**src/sv/lbc_pkg.sv**
```systemverilog
// ----------------------------------------------------------------------------
// lbc_pkg
// shared types, constants and round functions of the lblock 64/80 cipher
// ----------------------------------------------------------------------------
`timescale 1ns / 1ps
`default_nettype none

package lbc_pkg;

   localparam int unsigned ROUND_COUNT = 32;
   localparam int unsigned HALF_W      = 32;
   localparam int unsigned KEY_W       = 80;
   localparam int unsigned ROUND_W     = $clog2(ROUND_COUNT);
   localparam int unsigned CSR_IDX_W   = 2;

   // register map of the configuration port
   localparam logic [CSR_IDX_W-1:0] CSR_KEY_UPPER    = 2'd0;
   localparam logic [CSR_IDX_W-1:0] CSR_KEY_LOWER    = 2'd1;
   localparam logic [CSR_IDX_W-1:0] CSR_ENCRYPT_MODE = 2'd2;

   // s-boxes 0..7 for the round function, 8 and 9 for the key schedule
   localparam logic [3:0] SBOX [10][16] = '{
      '{4'd14, 4'd9,  4'd15, 4'd0,  4'd13, 4'd4,  4'd10, 4'd11,
        4'd1,  4'd2,  4'd8,  4'd3,  4'd7,  4'd6,  4'd12, 4'd5},
      '{4'd4,  4'd11, 4'd14, 4'd9,  4'd15, 4'd13, 4'd0,  4'd10,
        4'd7,  4'd12, 4'd5,  4'd6,  4'd2,  4'd8,  4'd1,  4'd3},
      '{4'd1,  4'd14, 4'd7,  4'd12, 4'd15, 4'd13, 4'd0,  4'd6,
        4'd11, 4'd5,  4'd9,  4'd3,  4'd2,  4'd4,  4'd8,  4'd10},
      '{4'd7,  4'd6,  4'd8,  4'd11, 4'd0,  4'd15, 4'd3,  4'd14,
        4'd9,  4'd10, 4'd12, 4'd13, 4'd5,  4'd2,  4'd4,  4'd1},
      '{4'd14, 4'd5,  4'd15, 4'd0,  4'd7,  4'd2,  4'd12, 4'd13,
        4'd1,  4'd8,  4'd4,  4'd9,  4'd11, 4'd10, 4'd6,  4'd3},
      '{4'd2,  4'd13, 4'd11, 4'd12, 4'd15, 4'd14, 4'd0,  4'd9,
        4'd7,  4'd10, 4'd6,  4'd3,  4'd1,  4'd8,  4'd4,  4'd5},
      '{4'd11, 4'd9,  4'd4,  4'd14, 4'd0,  4'd15, 4'd10, 4'd13,
        4'd6,  4'd12, 4'd5,  4'd7,  4'd3,  4'd8,  4'd1,  4'd2},
      '{4'd13, 4'd10, 4'd15, 4'd0,  4'd14, 4'd4,  4'd9,  4'd11,
        4'd2,  4'd1,  4'd8,  4'd3,  4'd7,  4'd5,  4'd12, 4'd6},
      '{4'd8,  4'd7,  4'd14, 4'd5,  4'd15, 4'd13, 4'd0,  4'd6,
        4'd11, 4'd12, 4'd9,  4'd10, 4'd2,  4'd4,  4'd1,  4'd3},
      '{4'd11, 4'd5,  4'd15, 4'd0,  4'd7,  4'd2,  4'd9,  4'd13,
        4'd4,  4'd8,  4'd1,  4'd12, 4'd14, 4'd10, 4'd3,  4'd6}
   };

   // output nibble j takes s-box output nibble PERM_SRC[j]
   localparam logic [2:0] PERM_SRC [8] = '{3'd1, 3'd3, 3'd0, 3'd2, 3'd5, 3'd7, 3'd4, 3'd6};

   typedef struct packed {
      logic [HALF_W-1:0] left;
      logic [HALF_W-1:0] right;
      logic              skip;
   } stage_type;

   typedef logic [ROUND_COUNT-1:0][HALF_W-1:0] rk_array_type;

   // key xor, s-box layer, nibble permutation
   function automatic logic [HALF_W-1:0] round_fn(input logic [HALF_W-1:0] x,
                                                  input logic [HALF_W-1:0] k);
      logic [HALF_W-1:0] y;
      logic [HALF_W-1:0] s;
      logic [HALF_W-1:0] p;
      y = x ^ k;
      s = '0;
      p = '0;
      for (int j = 0; j < 8; j++) begin
         s[4*j +: 4] = SBOX[j][y[4*j +: 4]];
      end
      for (int j = 0; j < 8; j++) begin
         p[4*j +: 4] = s[4*PERM_SRC[j] +: 4];
      end
      return p;
   endfunction

   // one key schedule step: rotate left 29, s9/s8 on the top nibbles, round index mix
   function automatic logic [KEY_W-1:0] key_next(input logic [KEY_W-1:0] k,
                                                 input logic [ROUND_W-1:0] idx);
      logic [KEY_W-1:0] r;
      r = {k[50:0], k[79:51]};
      r[79:76] = SBOX[9][r[79:76]];
      r[75:72] = SBOX[8][r[75:72]];
      r[50:46] = r[50:46] ^ idx;
      return r;
   endfunction

endpackage

`default_nettype wire

```
**src/sv/lbc_key_sched.sv**
```systemverilog
// ----------------------------------------------------------------------------
// lbc_key_sched
// expands the 80-bit master key into the 32 round keys, one per cycle
// ----------------------------------------------------------------------------
`timescale 1ns / 1ps
`default_nettype none

module lbc_key_sched
   import lbc_pkg::*;
(
   input  wire logic               clock,
   input  wire logic               reset,
   input  wire logic               restart,
   input  wire logic [15:0]        key_upper,
   input  wire logic [63:0]        key_lower,
   output      rk_array_type       round_keys,
   output      logic               keys_ready
);

   typedef enum logic [2:0] {
      KEY_LOAD = 3'b001,
      KEY_RUN  = 3'b010,
      KEY_DONE = 3'b100
   } key_state_type;

   key_state_type      state_ff, state_in;
   logic [KEY_W-1:0]   key_ff;
   logic [ROUND_W-1:0] cnt_ff;
   rk_array_type       rk_ff;

   always_comb begin
      state_in = state_ff;
      case (state_ff)
         KEY_LOAD: state_in = KEY_RUN;
         KEY_RUN:  if (cnt_ff == ROUND_W'(ROUND_COUNT - 1)) state_in = KEY_DONE;
         KEY_DONE: state_in = KEY_DONE;
         default:  state_in = KEY_LOAD;
      endcase
      // a fresh key write starts the expansion over
      if (restart) state_in = KEY_LOAD;
   end

   always_ff @(posedge clock) begin
      if (reset) begin
         state_ff <= KEY_LOAD;
      end else begin
         state_ff <= state_in;
      end
   end

   always_ff @(posedge clock) begin
      if (state_ff == KEY_LOAD) begin
         key_ff <= {key_upper, key_lower};
         cnt_ff <= '0;
      end else if (state_ff == KEY_RUN) begin
         rk_ff[cnt_ff] <= key_ff[KEY_W-1 -: HALF_W];
         key_ff        <= key_next(key_ff, cnt_ff + ROUND_W'(1));
         cnt_ff        <= cnt_ff + ROUND_W'(1);
      end
   end

   assign round_keys = rk_ff;
   assign keys_ready = (state_ff == KEY_DONE) && !restart;

endmodule

`default_nettype wire

```
**config.mk**
```make
export PLATFORM = sky130hd
export DESIGN_NAME = lbc_key_sched
export DESIGN_NICKNAME = d
export VERILOG_FILES = /design/src/sv/lbc_pkg.sv /design/src/sv/lbc_key_sched.sv
export SDC_FILE = /design/constraint.sdc
export NUM_CORES = 1
export LEC_CHECK = 0
export BUFFER_PORTS_ARGS = -buffer_cell sky130_fd_sc_hd__buf_4
export CAP_MARGIN = 15
export CORE_AREA = 10 10 421 423
export DETAILED_ROUTE_END_ITERATION = 8
export DIE_AREA = 0 0 431 433
export HOLD_SLACK_MARGIN = 0.05
export SLEW_MARGIN = 20
export SYNTH_ARGS = -nofsm -noshare
export SYNTH_HDL_FRONTEND = slang
export SYNTH_SLANG_ARGS = --single-unit
```
**constraint.sdc**
```tcl
create_clock -name clock -period 12.6 [get_ports clock]
set_input_delay 1.26 -clock clock [delete_from_list [all_inputs] [get_ports clock]]
set_output_delay 1.26 -clock clock [all_outputs]
set_load 0.02 [all_outputs]
```
* Yosys cells after proc, flatten, opt, wreduce, memory -nomap -nowiden *
Memory sizes are Yosys's and may differ from the RTL's.
Cells that the tools add are included.

word-level totals
  register bits after elaboration = 1112
  ROM bits = 128
  input bits = 83
  memories kept = 2

operators by class
  add/subtract/negate cells = 1
  magnitude comparators = 4
  equal/unequal tests = 5
  muxes and demuxes = 11
  bitwise operators = 4
  reduce and logical (&&, ||, !) cells = 6

memory list
  memory            depth  width  rd ports  clocked after memory_dff  wr ports  line           source
  (name not given)  16     4      1         0                         0         lbc_pkg.sv:80  r[75:72] = SBOX[8][r[75:72]];
  (name not given)  16     4      1         0                         0         lbc_pkg.sv:79  r[79:76] = SBOX[9][r[79:76]];

operators with widths
  kind                                                        count
  bitwise mux 1024 bit                                        1
  demux 32 bit (select 5 bit)                                 1
  two-way mux 80 bit                                          2
  two-way mux 32 bit                                          1
  two-way mux 4 bit                                           4
  >= comparator 5 bit, second input constant                  2
  NOT 4 -> 5 bit                                              2
  case mux 3 bit (3 select lines)                             1
  less-than comparator 5 x 6 -> 1 bit, second input constant  1
  adder 5 x 1 -> 5 bit, second input constant                 1
  == test 5 bit, second input constant                        1
  >= comparator 5 x 1 -> 1 bit, second input constant         1
  bitwise XOR 5 bit                                           1
  == test 3 x 1 -> 1 bit, second input constant               1
  == test 3 x 2 -> 1 bit, second input constant               1
  == test 3 bit, second input constant                        1
  two-way mux 3 bit                                           1
  logical AND 1 bit                                           2
  inequality test 2 bit, second input constant                1
  AND reduction 2 bit                                         1
  nonzero test 2 bit                                          1
  OR reduction 2 bit                                          1
  zero test 1 bit                                             1
  NOT 1 bit                                                   1

* Longest topological paths before layout *
  word-level depth = 6
  gate-level depth with buffers = 6
  mapped depth without buffers = 5

* Worst setup path before layout *
OpenSTA, ideal clock, no wires.

  path kind = register -> register
  start point = register state_ff[1]
  end point = register key_ff[0] (enable)
  setup time = 0.546 ns
  data arrival time = 4.503 ns
  data required time = 12.054 ns
  setup slack = 7.551 ns
  cell stages (with the launch flop) = 4
  period minus slack after synthesis = 5.049 ns
  cell sequence = dfxtp_1 -> buf_2 -> nand2b_1 -> a21oi_1

between the ends
  longest elaborated chain between the ends = 2
  elaborated cells on any way between the ends = 3
  classes of those cells = eq/ne (2); reduce/logical (1)

RTL lines
  item                                                              line                                      source
  start, declared                                                   lbc_key_sched.sv:26                       key_state_type state_ff, state_in;
  start signal, assigned                                            lbc_key_sched.sv:47                       state_ff <= state_in;
  == test 3 x 1 -> 1 bit or == test 3 x 2 -> 1 bit (tied branches)  lbc_key_sched.sv:52, lbc_key_sched.sv:55
  nonzero test 2 bit (no source line) *                             n/a
  end signal, assigned                                              lbc_key_sched.sv:53                       key_ff <= {key_upper, key_lower};
  end signal, assigned                                              lbc_key_sched.sv:57                       key_ff <= key_next(key_ff, cnt_ff + ROUND_W'(1));
  end, declared                                                     lbc_key_sched.sv:27                       logic [KEY_W-1:0] key_ff;

Every way passes the cells marked *; elsewhere a longest branch is shown, timed or not.
A chain may end at the register's enable or synchronous reset.

* Final worst setup path *
  start point = register state_ff[1]
  end point = output keys_ready

between the ends
  longest elaborated chain between the ends = 2

RTL lines
  item               line                 source
  == test 3 bit      lbc_key_sched.sv:63  assign keys_ready = (state_ff == KEY_DONE) && !restart;
  logical AND 1 bit  lbc_key_sched.sv:63
  end, declared      lbc_key_sched.sv:17  output logic keys_ready

Every way passes these cells.

==> flow_metrics.py <==
metrics = {
    "status": {
        "status": "completed",
    },
    "sta": {
        "min_period_over_period_pct": 26.0,
        "rsz0062_at_grt": "false",
        "hold_viol": 0,
        "skew_ns": 0.0462,
        "slew_headroom_pct": 20.6,
        "setup-violations-final": 0,
        "worst_slew_pin_slew_ns": 1.19,
        "max_clock_freq_mhz": 305,
        "slew_violations": 0,
        "min_period_ns": 3.28,
        "setup_tns_ns": 0,
    },
    "worst_setup_path": {
        "reg2reg_from": "state_ff[1]",
        "start_kind": "register",
        "crit_start": "state_ff[1]",
        "cp_top_family": "flip-flops",
        "r2r_setup_slack_ns": 9.45,
        "critPathKind": "reg -> out",
        "worstPathRequired_ns": 11.34,
        "cp_cell_sequence": "inv_1 > and3_1 > nor2b_1 > buf_4",
        "timing.rr.end": "round_keys[968]",
        "cp.depth": 4,
        "cp_max_fo": 11,
        "cp.arrival_ns": 2.02,
        "worstRegToRegCells": 3,
        "slowest_stage": "dfxtp_1",
        "crit_path_max_incr_delay_ns": 0.51,
        "crit_buf_inv": 2,
        "crit_end": "keys_ready",
        "critPathCaptureType": "primary output",
    },
    "global_routing": {
        "grt_pass1_wl_um": 190000,
        "track_usage_pct": 15.1,
        "grt_pass1_vias": 20000,
        "antenna_found_initial": 31,
        "grt.overflow.total": 0,
        "grt_start_max_net_pins": 81,
    },
    "clocking": {
        "cts_buffers": 113,
        "hold_buffers": 0,
        "cts_setup_buffers": 0,
        "cts_sinks": 1112,
        "clk_path_buf_depth": 3,
        "htree_levels": 3,
        "cts-root-buf": "clkbuf_16",
        "cts_resized": 0,
        "clk_latency_ns": 0.76,
        "clk_pin_slew_worst_paths_ns": 0.06,
        "cts_tree": "built",
    },
    "logic_synthesis": {
        "syn_area_per_cell_um2": 23.5,
        "synth.area.top_cells": "edfxtp_1 (94%), nand2_1 (2.3%), dfxtp_1 (0.46%), nor2_1 (0.45%), ha_1 (0.39%)",
        "synth.top_cell.area_share_pct": 94.4,
        "async_flop_share_pct": 0,
        "ys_top_cells_by_count": "edfxtp_1 (1104), nand2_1 (216), nor2_1 (42)",
        "yosys_warnings": 0,
        "syn_inst": 1491,
        "synth_seq_area_share_pct": 94.9,
        "yosysMostFrequentCell": "edfxtp_1",
        "synth_top_cell_by_area": "edfxtp_1",
        "synth_area_mm2": 0.0351,
        "synth_nets": 1585,
        "synth_ff_type": "edfxtp_1",
        "synth_edf_count": 1104,
        "ys_ff_latch": 1112,
        "synth_cell_types": 37,
    },
    "floorplan": {
        "row_count": 151,
        "dieHeight_um": 433,
        "io_pins": 1108,
        "core-area_mm2": 0.169,
        "die_w_um": 431,
        "initial_utilization_pct": 20.8,
        "die_area_mm2": 0.187,
    },
    "drt": {
        "drc": 0,
        "viasPerCell": 4.06,
        "dr_total_vias": 20700,
        "wl_um": 150000,
        "drt_iter0_drc": 2564,
        "wl_per_cell_um": 29.5,
        "ant_nets": 0,
        "drtPass1Iterations": 6,
    },
    "power_and_ir_drop": {
        "pwr-share-clk_pct": 40.4,
        "p_int_mw": 6.14,
        "leakagePower_nw": 18.5,
        "switchingPower_mw": 1.94,
        "combPwrFrac_pct": 6.3,
        "swShare_pct": 24.0,
        "power_frac_seq_pct": 53.3,
        "ir_worst_vdd_mv": 0.104,
        "power.density_mw_per_mm2": 159,
    },
    "placement": {
        "io_buffer_count": 1107,
        "hpwl_um": 102000,
        "place_congestion": 0.794,
    },
    "cells_and_area": {
        "syn2layout_area_growth_pct": 44.3,
        "drive_above_1_share_pct": 48.3,
        "layout.nets": 2860,
        "utilization_pct": 30.0,
    },
    "min_path": {
        "hp-start": "key_ff[8]",
        "whs_path_depth": 2,
        "hold_class": "reg -> reg",
    },
    "run": {
        "cap_violations": 0,
    },
}
==> worst min-delay path: cells and delay by family (launching register included) <==
family,cells,cell delay (ns)
DFF,1,0.32
and+or+nand+nor,2,0.09
==> per-layer routing <==
metal	GRT usage (%)	vias to the layer above	wire, um
met1	17.0	10700	51700
met5	0	-	35
met4	4.64	4	4380
met2	27.7	1344	80600
met3	3.75	256	13400
li1	-	8343	-
==> cell families (layout without fill, tap and decap cells) <==
logic type / after synthesis / after routing / synth area share (%)
buf+inv: 32 / 1398 / 0.460
fa+ha+maj: 11 / 11 / 0.392
flops: 1112 / 1112 / 94.9
simple gates: 289 / 289 / 3.35
mux: 2 / 2 / 0.0606
compound gates: 36 / 36 / 0.617
xor+xnor: 9 / 9 / 0.225
other cells: 0 / 13 / 0
==> per-stage QoR <==
step,power (mW),hold WS [ns],cell area (um^2),instances,setup WS (ns)
after floorplan,4.48,0.490,35100,1491,7.55
after global placement,4.90,0.495,46700,4853,9.26
after detailed placement,4.91,0.501,46900,4859,9.33
after CTS,8.16,0.514,50400,5065,9.24
after global routing,8.32,0.536,50700,5080,9.16
final,8.08,0.512,50700,5088,9.32
==> state kept, by name, summed over array words and instances, names as in the netlist <==
signal      count
round_keys   1024
key_ff         80
cnt_ff          5
state_ff        3
==> worst min-delay path by stage <==
stage	to	slack (ns)
2_1_floorplan	key_ff[33]	0.49
3_3_place_gp	key_ff[44]	0.50
3_5_place_dp	key_ff[37]	0.50
4_1_cts	key_ff[37]	0.51
5_1_grt	key_ff[37]	0.54
6_report	key_ff[37]	0.51
==> placed cells by master, fill, tap and decap left out, types with 9 or more instances in the layout <==
cell type,netlist,final
buf_4,0,1168
edfxtp_1,1104,1104
nand2_1,216,216
clkbuf_16,0,115
nor2_4,0,26
clkinv_1,0,26
clkbuf_1,6,21
clkinv_2,0,19
o21ai_0,14,14
diode_2,0,13
buf_12,0,12
ha_1,11,11
nor2_1,42,10
nor2b_1,9,9
a21oi_1,10,9
==> power groups by stage <==
stage	clock network, mW	registers (mW)	logic (mW)
6_report	3.26	4.31	0.510
3_3_place_gp	0	4.40	0.495
4_1_cts	3.33	4.32	0.517
2_1_floorplan	0	4.41	0.0715
5_1_grt	3.48	4.31	0.532
3_5_place_dp	0	4.39	0.517
==> cell type report <==
type / instances / area [um^2]
timing repair buffer: 1184 / 9070
multi-input combinational: 347 / 1860
clock inverter: 70 / 638
inverter: 8 / 30.0
tap: 2218 / 2780
clock buffer: 136 / 2960
fill: 16500 / 118000
sequential: 1112 / 33300
antenna: 13 / 32.5
Note: power is estimated with default switching activity, not from simulation.
