--- config.mk ---
export PLATFORM = sky130hd
export DESIGN_NAME = lbc_round
export DESIGN_NICKNAME = d
export VERILOG_FILES = /design/src/sv/lbc_pkg.sv /design/src/sv/lbc_round.sv
export SDC_FILE = /design/constraint.sdc
export NUM_CORES = 1
export LEC_CHECK = 0
export BUFFER_PORTS_ARGS = -buffer_cell sky130_fd_sc_hd__buf_2
export CAP_MARGIN = 15
export CORE_ASPECT_RATIO = 1.1
export CORE_MARGIN = 2
export CORE_UTILIZATION = 50
export CTS_BUF_LIST = sky130_fd_sc_hd__clkbuf_4
export DETAILED_ROUTE_END_ITERATION = 12
export PLACE_DENSITY = 0.83
export SYNTH_ARGS = -nofsm -noshare
export SYNTH_HDL_FRONTEND = slang
export SYNTH_SLANG_ARGS = --single-unit
--- constraint.sdc ---
create_clock -name clock -period 2.1 [get_ports clock]
set_input_delay 0.105 -clock clock [delete_from_list [all_inputs] [get_ports clock]]
set_output_delay 0.105 -clock clock [all_outputs]
set_load 0.02 [all_outputs]
--- src/sv/lbc_pkg.sv ---
// ----------------------------------------------------------------------------
// lbc_pkg
// shared types, constants and round functions of the lblock 64/80 cipher
// ----------------------------------------------------------------------------
`timescale 1ns / 1ps
`default_nettype none

package lbc_pkg;

   localparam int unsigned ROUND_COUNT = 32;
   localparam int unsigned HALF_W      = 32;
   localparam int unsigned KEY_W       = 80;
   localparam int unsigned ROUND_W     = $clog2(ROUND_COUNT);
   localparam int unsigned CSR_IDX_W   = 2;

   // register map of the configuration port
   localparam logic [CSR_IDX_W-1:0] CSR_KEY_UPPER    = 2'd0;
   localparam logic [CSR_IDX_W-1:0] CSR_KEY_LOWER    = 2'd1;
   localparam logic [CSR_IDX_W-1:0] CSR_ENCRYPT_MODE = 2'd2;

   // s-boxes 0..7 for the round function, 8 and 9 for the key schedule
   localparam logic [3:0] SBOX [10][16] = '{
      '{4'd14, 4'd9,  4'd15, 4'd0,  4'd13, 4'd4,  4'd10, 4'd11,
        4'd1,  4'd2,  4'd8,  4'd3,  4'd7,  4'd6,  4'd12, 4'd5},
      '{4'd4,  4'd11, 4'd14, 4'd9,  4'd15, 4'd13, 4'd0,  4'd10,
        4'd7,  4'd12, 4'd5,  4'd6,  4'd2,  4'd8,  4'd1,  4'd3},
      '{4'd1,  4'd14, 4'd7,  4'd12, 4'd15, 4'd13, 4'd0,  4'd6,
        4'd11, 4'd5,  4'd9,  4'd3,  4'd2,  4'd4,  4'd8,  4'd10},
      '{4'd7,  4'd6,  4'd8,  4'd11, 4'd0,  4'd15, 4'd3,  4'd14,
        4'd9,  4'd10, 4'd12, 4'd13, 4'd5,  4'd2,  4'd4,  4'd1},
      '{4'd14, 4'd5,  4'd15, 4'd0,  4'd7,  4'd2,  4'd12, 4'd13,
        4'd1,  4'd8,  4'd4,  4'd9,  4'd11, 4'd10, 4'd6,  4'd3},
      '{4'd2,  4'd13, 4'd11, 4'd12, 4'd15, 4'd14, 4'd0,  4'd9,
        4'd7,  4'd10, 4'd6,  4'd3,  4'd1,  4'd8,  4'd4,  4'd5},
      '{4'd11, 4'd9,  4'd4,  4'd14, 4'd0,  4'd15, 4'd10, 4'd13,
        4'd6,  4'd12, 4'd5,  4'd7,  4'd3,  4'd8,  4'd1,  4'd2},
      '{4'd13, 4'd10, 4'd15, 4'd0,  4'd14, 4'd4,  4'd9,  4'd11,
        4'd2,  4'd1,  4'd8,  4'd3,  4'd7,  4'd5,  4'd12, 4'd6},
      '{4'd8,  4'd7,  4'd14, 4'd5,  4'd15, 4'd13, 4'd0,  4'd6,
        4'd11, 4'd12, 4'd9,  4'd10, 4'd2,  4'd4,  4'd1,  4'd3},
      '{4'd11, 4'd5,  4'd15, 4'd0,  4'd7,  4'd2,  4'd9,  4'd13,
        4'd4,  4'd8,  4'd1,  4'd12, 4'd14, 4'd10, 4'd3,  4'd6}
   };

   // output nibble j takes s-box output nibble PERM_SRC[j]
   localparam logic [2:0] PERM_SRC [8] = '{3'd1, 3'd3, 3'd0, 3'd2, 3'd5, 3'd7, 3'd4, 3'd6};

   typedef struct packed {
      logic [HALF_W-1:0] left;
      logic [HALF_W-1:0] right;
      logic              skip;
   } stage_type;

   typedef logic [ROUND_COUNT-1:0][HALF_W-1:0] rk_array_type;

   // key xor, s-box layer, nibble permutation
   function automatic logic [HALF_W-1:0] round_fn(input logic [HALF_W-1:0] x,
                                                  input logic [HALF_W-1:0] k);
      logic [HALF_W-1:0] y;
      logic [HALF_W-1:0] s;
      logic [HALF_W-1:0] p;
      y = x ^ k;
      s = '0;
      p = '0;
      for (int j = 0; j < 8; j++) begin
         s[4*j +: 4] = SBOX[j][y[4*j +: 4]];
      end
      for (int j = 0; j < 8; j++) begin
         p[4*j +: 4] = s[4*PERM_SRC[j] +: 4];
      end
      return p;
   endfunction

   // one key schedule step: rotate left 29, s9/s8 on the top nibbles, round index mix
   function automatic logic [KEY_W-1:0] key_next(input logic [KEY_W-1:0] k,
                                                 input logic [ROUND_W-1:0] idx);
      logic [KEY_W-1:0] r;
      r = {k[50:0], k[79:51]};
      r[79:76] = SBOX[9][r[79:76]];
      r[75:72] = SBOX[8][r[75:72]];
      r[50:46] = r[50:46] ^ idx;
      return r;
   endfunction

endpackage

`default_nettype wire

--- src/sv/lbc_round.sv ---
// ----------------------------------------------------------------------------
// lbc_round
// one feistel round with its stage register
// ----------------------------------------------------------------------------
`timescale 1ns / 1ps
`default_nettype none

module lbc_round
   import lbc_pkg::*;
(
   input  wire logic              clock,
   input  wire logic              reset,
   input  wire logic              load,
   input  wire logic              in_valid,
   input  wire stage_type         in_data,
   input  wire logic [HALF_W-1:0] round_key,
   input  wire logic              encrypt,
   output      logic              out_valid,
   output      stage_type         out_data
);

   logic              valid_ff;
   stage_type         data_ff, data_in;
   logic [HALF_W-1:0] f;
   logic [HALF_W-1:0] mix;
   logic [HALF_W-1:0] new_half;

   always_comb begin
      f = round_fn(in_data.left, round_key);
      if (encrypt) begin
         // rotate left 8 before the xor
         mix      = {in_data.right[23:0], in_data.right[31:24]} ^ f;
         new_half = mix;
      end else begin
         // rotate right 8 after the xor
         mix      = in_data.right ^ f;
         new_half = {mix[7:0], mix[31:8]};
      end
      data_in.left  = new_half;
      data_in.right = in_data.left;
      data_in.skip  = in_data.skip;
   end

   always_ff @(posedge clock) begin
      if (reset) begin
         valid_ff <= 1'b0;
      end else if (load) begin
         valid_ff <= in_valid;
      end
   end

   always_ff @(posedge clock) begin
      if (load) begin
         data_ff <= data_in;
      end
   end

   assign out_valid = valid_ff;
   assign out_data  = data_ff;

endmodule

`default_nettype wire

* Word level (Yosys, flattened, before mapping)
Memory sizes are Yosys's and may differ from the RTL's. Index checks and enable logic that the tools add are counted.
Storage, ports and cells: register bits 66, ROM bits 512, bits of input ports 102, output and inout port bits 66, logic and storage cells 48, memories 8
Cells by class: magnitude comparators 8, muxes and demuxes 17, bitwise operators 11
Memories:
- (no name shown) | depth 16, width 4, read ports 1, clocked after memory_dff 0, wr ports 0, RTL line lbc_pkg.sv:66 | s[4*j +: 4] = SBOX[j][y[4*j +: 4]];
- (no name shown) | depth 16, width 4, read ports 1, clocked after memory_dff 0, wr ports 0, RTL line lbc_pkg.sv:66
- (no name shown) | depth 16, width 4, read ports 1, clocked after memory_dff 0, wr ports 0, RTL line lbc_pkg.sv:66
- (no name shown) | depth 16, width 4, read ports 1, clocked after memory_dff 0, wr ports 0, RTL line lbc_pkg.sv:66
- (no name shown) | depth 16, width 4, read ports 1, clocked after memory_dff 0, wr ports 0, RTL line lbc_pkg.sv:66
- (no name shown) | depth 16, width 4, read ports 1, clocked after memory_dff 0, wr ports 0, RTL line lbc_pkg.sv:66
- +2 memories
Operators by type and width (count):
- 32-bit bitwise XOR | 3
- 4-bit two-way mux | 16
- 5-bit >= comparator, second input constant | 8
- 4-bit inverter with 5-bit output | 8
- 32-bit two-way mux | 1

* Depth between registers and ports, before layout
depth in word-level cells 7, depth in mapped cells 7, depth with buffers taken out 7

* Worst setup path after synthesis
No wires, ideal clock.
kind input port to flip-flop, start input port round_key[12], end register data_ff (netlist bit out_data[61]) (data pin), library setup time 0.260 ns, arrival 1.307 ns, required time 1.840 ns, setup slack 0.534 ns, cell stages on the path 6, buffers on the path 0, cell sequence xnor2_1 > inv_1 > ha_1 > mux2i_1 > xor2_1 > mux2_2
On the way: longest elaborated chain between the ends 7
Ends and longest elaborated chain:
- from (decl) | RTL line lbc_round.sv:16 | input wire logic [HALF_W-1:0] round_key,
- 32-bit bitwise XOR | RTL line lbc_pkg.sv:62 | y = x ^ k;
- 4-bit inverter with 5-bit output (not written as such) | RTL line lbc_pkg.sv:66
- memory read 16 x 4 bit
- 4-bit two-way mux (not written as such) (2 in series) | RTL line lbc_pkg.sv:66
- 32-bit bitwise XOR | RTL line lbc_round.sv:36 | mix = in_data.right ^ f;
- 32-bit two-way mux | RTL line lbc_round.sv:30 | if (encrypt) begin
- net new_half[28] | RTL line lbc_round.sv:26 | logic [HALF_W-1:0] new_half;
- to (signal assigned) | RTL line lbc_round.sv:54 | data_ff <= data_in;
- to (decl) | RTL line lbc_round.sv:23 | stage_type data_ff, data_in;
The timed path passes the listed nets, and every way through them passes these cells. The select of a mux whose other input is x is not followed. A chain may end at the register's enable or synchronous reset.

* Final worst setup path
start input port in_data[45] (netlist name), end register data_ff (netlist bit out_data[61]) (data pin)
On the way: longest elaborated chain between the ends 7
Ends and longest elaborated chain:
- from (decl) | RTL line lbc_round.sv:15 | input wire stage_type in_data,
- 32-bit bitwise XOR | RTL line lbc_pkg.sv:62
- 4-bit inverter with 5-bit output (not written as such) | RTL line lbc_pkg.sv:66
- memory read 16 x 4 bit
- 4-bit two-way mux (not written as such) (2 in series) | RTL line lbc_pkg.sv:66
- 32-bit bitwise XOR | RTL line lbc_round.sv:36
- 32-bit two-way mux | RTL line lbc_round.sv:30
- net new_half[28] | RTL line lbc_round.sv:26
The timed path passes the listed nets, and every way through them passes these cells. The select of a mux whose other input is x is not followed.

==> reports/summary.md <==
The clock input transition at the sequential cells of the worst setup and hold paths works out to 0.11 ns. Along the worst path, the maximum fanout reaches 4. The post-synthesis register bit count was 66. The run gives 21.8% as the met1 usage in global routing.

Traced cell by cell, the critical path runs through dlygate4sd3_1, buf_2, xnor2_1, inv_1, ha_1, mux2i_1, xor2_1, mux2_2. The maximum achievable frequency is 0.516 GHz. At the end of routability-driven placement, the weighted congestion stood at 0.832. For this design the total switching power over the nets is 1.37 mW. Per report_power, the clock group accounts for 22.8% of the total. For this block, the initial DRC count from the detailed router was 108.

The fraction of post-synthesis cell area in the top cell type by area is 46.9%, and the switching power share of the total is 32.1%. The post-route netlist has 42.4% of its cells at a drive strength greater than 1. After synthesis the cells add up to 4160 sq um. The clock tree synthesis step divided the H-tree into 3 levels. In the routed design, unresolved DRC markers number 0.

Dividing the synthesized area by the synthesized cell count gives 13.6 sq um. Setup total negative slack on the finished layout was measured at 0 ns. The tools report the iteration count of the initial detailed-routing pass as 4.

The logs give 3124 for the via count of the first global-routing pass and 9.44 mm for the overall routed net length. The biggest area contributor in the post-synthesis netlist is sky130_fd_sc_hd__edfxtp_1. The synthesized netlist contains 27 unique library cells.

Once the floorplan was initialized, standard cells occupied 52.0% of the core. Across the VDD grid, the largest voltage drop is 0.419 mV. The run gives 3010 as the count of vias placed by the detailed router.

The commonest cells after synthesis are sky130_fd_sc_hd__edfxtp_1 (65), sky130_fd_sc_hd__xnor2_1 (55), sky130_fd_sc_hd__mux2i_1 (45), sky130_fd_sc_hd__xor2_1 (38), sky130_fd_sc_hd__xnor2_2 (16). The run gives 0 as the number of hold-slack violations in the final timing report. The tree built by TritonCTS fans out to 66 sinks. The number of nets in the final layout is 637, and the highest cell delay on the worst timing path is 0.55 ns. For this run, global-route usage on met3 was measured as 7.12%. Once the clock tree was built, the setup fixing pass inserted 0 buffers. The power density relative to cell area works out to 753 nW/um^2. Sequential elements use 47.4% of the synthesized area. The most used flip-flop cell after synthesis is sky130_fd_sc_hd__edfxtp_1.

Among all cell types in the netlist, the one instantiated most often is sky130_fd_sc_hd__edfxtp_1. Critical path required time: 2.27 ns. The number of failing setup endpoints in the final timing report is 0, and the number of input and output port buffers inserted is 167. The die outline width is 91.0 um.

The die is 99.7 um tall. The die covers 9070 sq um. The global-route usage over all layers came out at 20.9%. The tools report the pin count of the biggest net entering global routing as 34. The logs give 0.40 ns for the later-pin clock latency in the skew report and 0 for the antenna diode count.

The per-cell routed wire length was 14.9 um; the static leakage was 2.57 nW. The root buffer cell chosen for the clock tree is sky130_fd_sc_hd__clkbuf_4. Critical-path cell with the highest stage delay: sky130_fd_sc_hd__dlygate4sd3_1.

The clock passes through at most 2 buffers. The count of pins over their slew limit was 0. In this run the most used layer during global routing was met2. The critical path launch point type was an input pin. After filler insertion, the fill cell instance count of the layout stands at 579. The tool flagged a number of max-cap violations equal to 0. The number of clock buffers added by TritonCTS is 9. During I/O placement, the number of pins put on the boundary was 168. After legalization and detailed placement, the total HPWL measured 6.98 mm. The logs give 0 ns for the worst clock skew and 0 for the count of antenna-violating nets left after detailed routing. The element type at the critical path end is a register. Share of the cycle needed by the critical path after routing: 92.3%. The worst min-delay path class is in -> reg. For this run the aggregate overflow at the end of global routing stands at 0. Internal power comes to 2.90 mW. The wire length of the first global-routing pass is 14.6 mm, and the post-synthesis instance total is 306.

Area of the core: 8000 sq um. Yosys attributes the largest share of cell area to sky130_fd_sc_hd__edfxtp_1 (47%), sky130_fd_sc_hd__xnor2_1 (12%), sky130_fd_sc_hd__mux2i_1 (11%), sky130_fd_sc_hd__xor2_1 (8.0%), sky130_fd_sc_hd__xnor2_2 (6.3%). The transition time at the pin with the least slew margin came out at 0.666 ns. The run gives 0 as the initial antenna violation count. The number of nets handed over by synthesis was 422. The critical path in this run is classified as in -> reg. The count of warnings emitted by yosys was 0; the data arrival time of the worst path was 2.10 ns.

Global routing used 39.4% of the available met2 tracks. The clock period minus final worst setup slack is 1.94 ns. Setup repair after global routing left no endpoint under its margin.

The tools report the end-of-flow core utilization as 70.9%. In the synthesized netlist the async set-or-reset flop fraction comes to 0%. The flow ran to the end, and the final reports show no timing, DRC or antenna violations. TritonCTS built the clock tree.

Relative to the synthesized area, the layout overhead comes to 36.2%. The run gives 4.27 mW as the post-layout total power. Measured against its own limit, the worst slew margin works out to 55.6%. The number of enable flip-flop cells after synthesis was 65; the proportion of power drawn by combinational gates was 36.8%. After detailed routing, the number of vias per cell comes to 4.75. Per report_power, the sequential group accounts for 40.4% of the total.

The initialized floorplan defines 34 standard-cell rows.
## power groups by stage
stage,Sequential [mW],Clock (mW),Combinational [mW]
floorplan,2.00,0,0.791
global placement,1.75,0,1.49
detailed placement,1.76,0,1.53
CTS,1.73,0.997,1.59
global route,1.74,1.05,1.71
finish,1.73,0.974,1.57
## cells by family (layout without fill, tap and decap cells)
kind of cell | count (synthesis) | after routing | synth area share, %
xor+xnor | 116 | 116 | 28.6
flops | 66 | 66 | 47.4
mux | 54 | 54 | 13.3
simple gates | 22 | 22 | 2.34
compound gates | 18 | 18 | 2.83
buf+inv | 16 | 236 | 1.44
fa+ha+maj | 14 | 14 | 4.21
## routing by layer
metal  routed length [um]  vias to the layer above
met5                    0                        -
met4                  162                        0
met3                  689                       13
met2                 5060                      120
met1                 3530                     1385
li1                     -                     1492
## flip-flops by register name, indices dropped and copies added (netlist names)
| name | count |
|---|---|
| out_valid | 1 |
| out_data | 65 |
## worst max-delay path: cells and delay by family
kind | cells | cell delay, ns
buffers and inverters | 3 | 0.81
muxes | 2 | 0.50
xor gates and xnor gates | 2 | 0.39
adders and majority gates | 1 | 0.30
## per-stage QoR
step	area [sq um]	std cells	setup WS, ns	hold slack, ns
final	5670	634	0.162	0.107
after floorplan	4160	306	0.534	0.177
after global placement	5160	583	0.354	0.263
after CTS	5670	634	0.196	0.0880
after detailed placement	5160	583	0.294	0.267
after global routing	5670	634	0.0335	0.0795
## final timing paths
check	startpoint	endpoint	slack, ns	cells past startpoint
worst max-delay path	in_data[45]	out_data[61]	0.16	8
worst min register to register	out_valid	out_valid	1.07	3
worst min-delay path	in_data[2]	out_data[58]	0.11	3
worst max register to register	out_valid	out_valid	0.95	3
## final cells by class
class	instances	area, sq um	area share, %
Inverter	12	45.0	0.794
Tap cell	108	135	2.38
Sequential cell	66	1970	34.8
Multi-Input combinational cell	224	2130	37.6
Clock buffer	12	90.1	1.59
Timing Repair Buffer	208	1230	21.7
Clock inverter	4	67.6	1.19
## layout by cell type, fill, tap and decap left out, types with 6 or more instances in the layout
cell / synthesis / layout
sky130_fd_sc_hd__a21oi_1: 6 / 6
sky130_fd_sc_hd__xnor2_2: 16 / 16
sky130_fd_sc_hd__dlygate4sd3_1: 0 / 35
sky130_fd_sc_hd__buf_4: 0 / 6
sky130_fd_sc_hd__nand2_1: 9 / 9
sky130_fd_sc_hd__xor2_2: 7 / 7
sky130_fd_sc_hd__clkbuf_4: 0 / 12
sky130_fd_sc_hd__nor2_1: 7 / 7
sky130_fd_sc_hd__buf_2: 0 / 167
sky130_fd_sc_hd__mux2_2: 9 / 9
sky130_fd_sc_hd__xnor2_1: 55 / 55
sky130_fd_sc_hd__a31oi_1: 6 / 6
sky130_fd_sc_hd__xor2_1: 38 / 38
sky130_fd_sc_hd__mux2i_1: 45 / 45
sky130_fd_sc_hd__inv_1: 10 / 10
sky130_fd_sc_hd__ha_1: 14 / 14
sky130_fd_sc_hd__edfxtp_1: 65 / 65
## timing repair
| item | CTS | global route |
|---|---|---|
| hold buffers | 35 | 0 |
| gates resized for setup | 0 | 0 |
| endpoints found under the hold margin | 34 | 0 |
No activity file was read; power rests on OpenSTA's default activity.
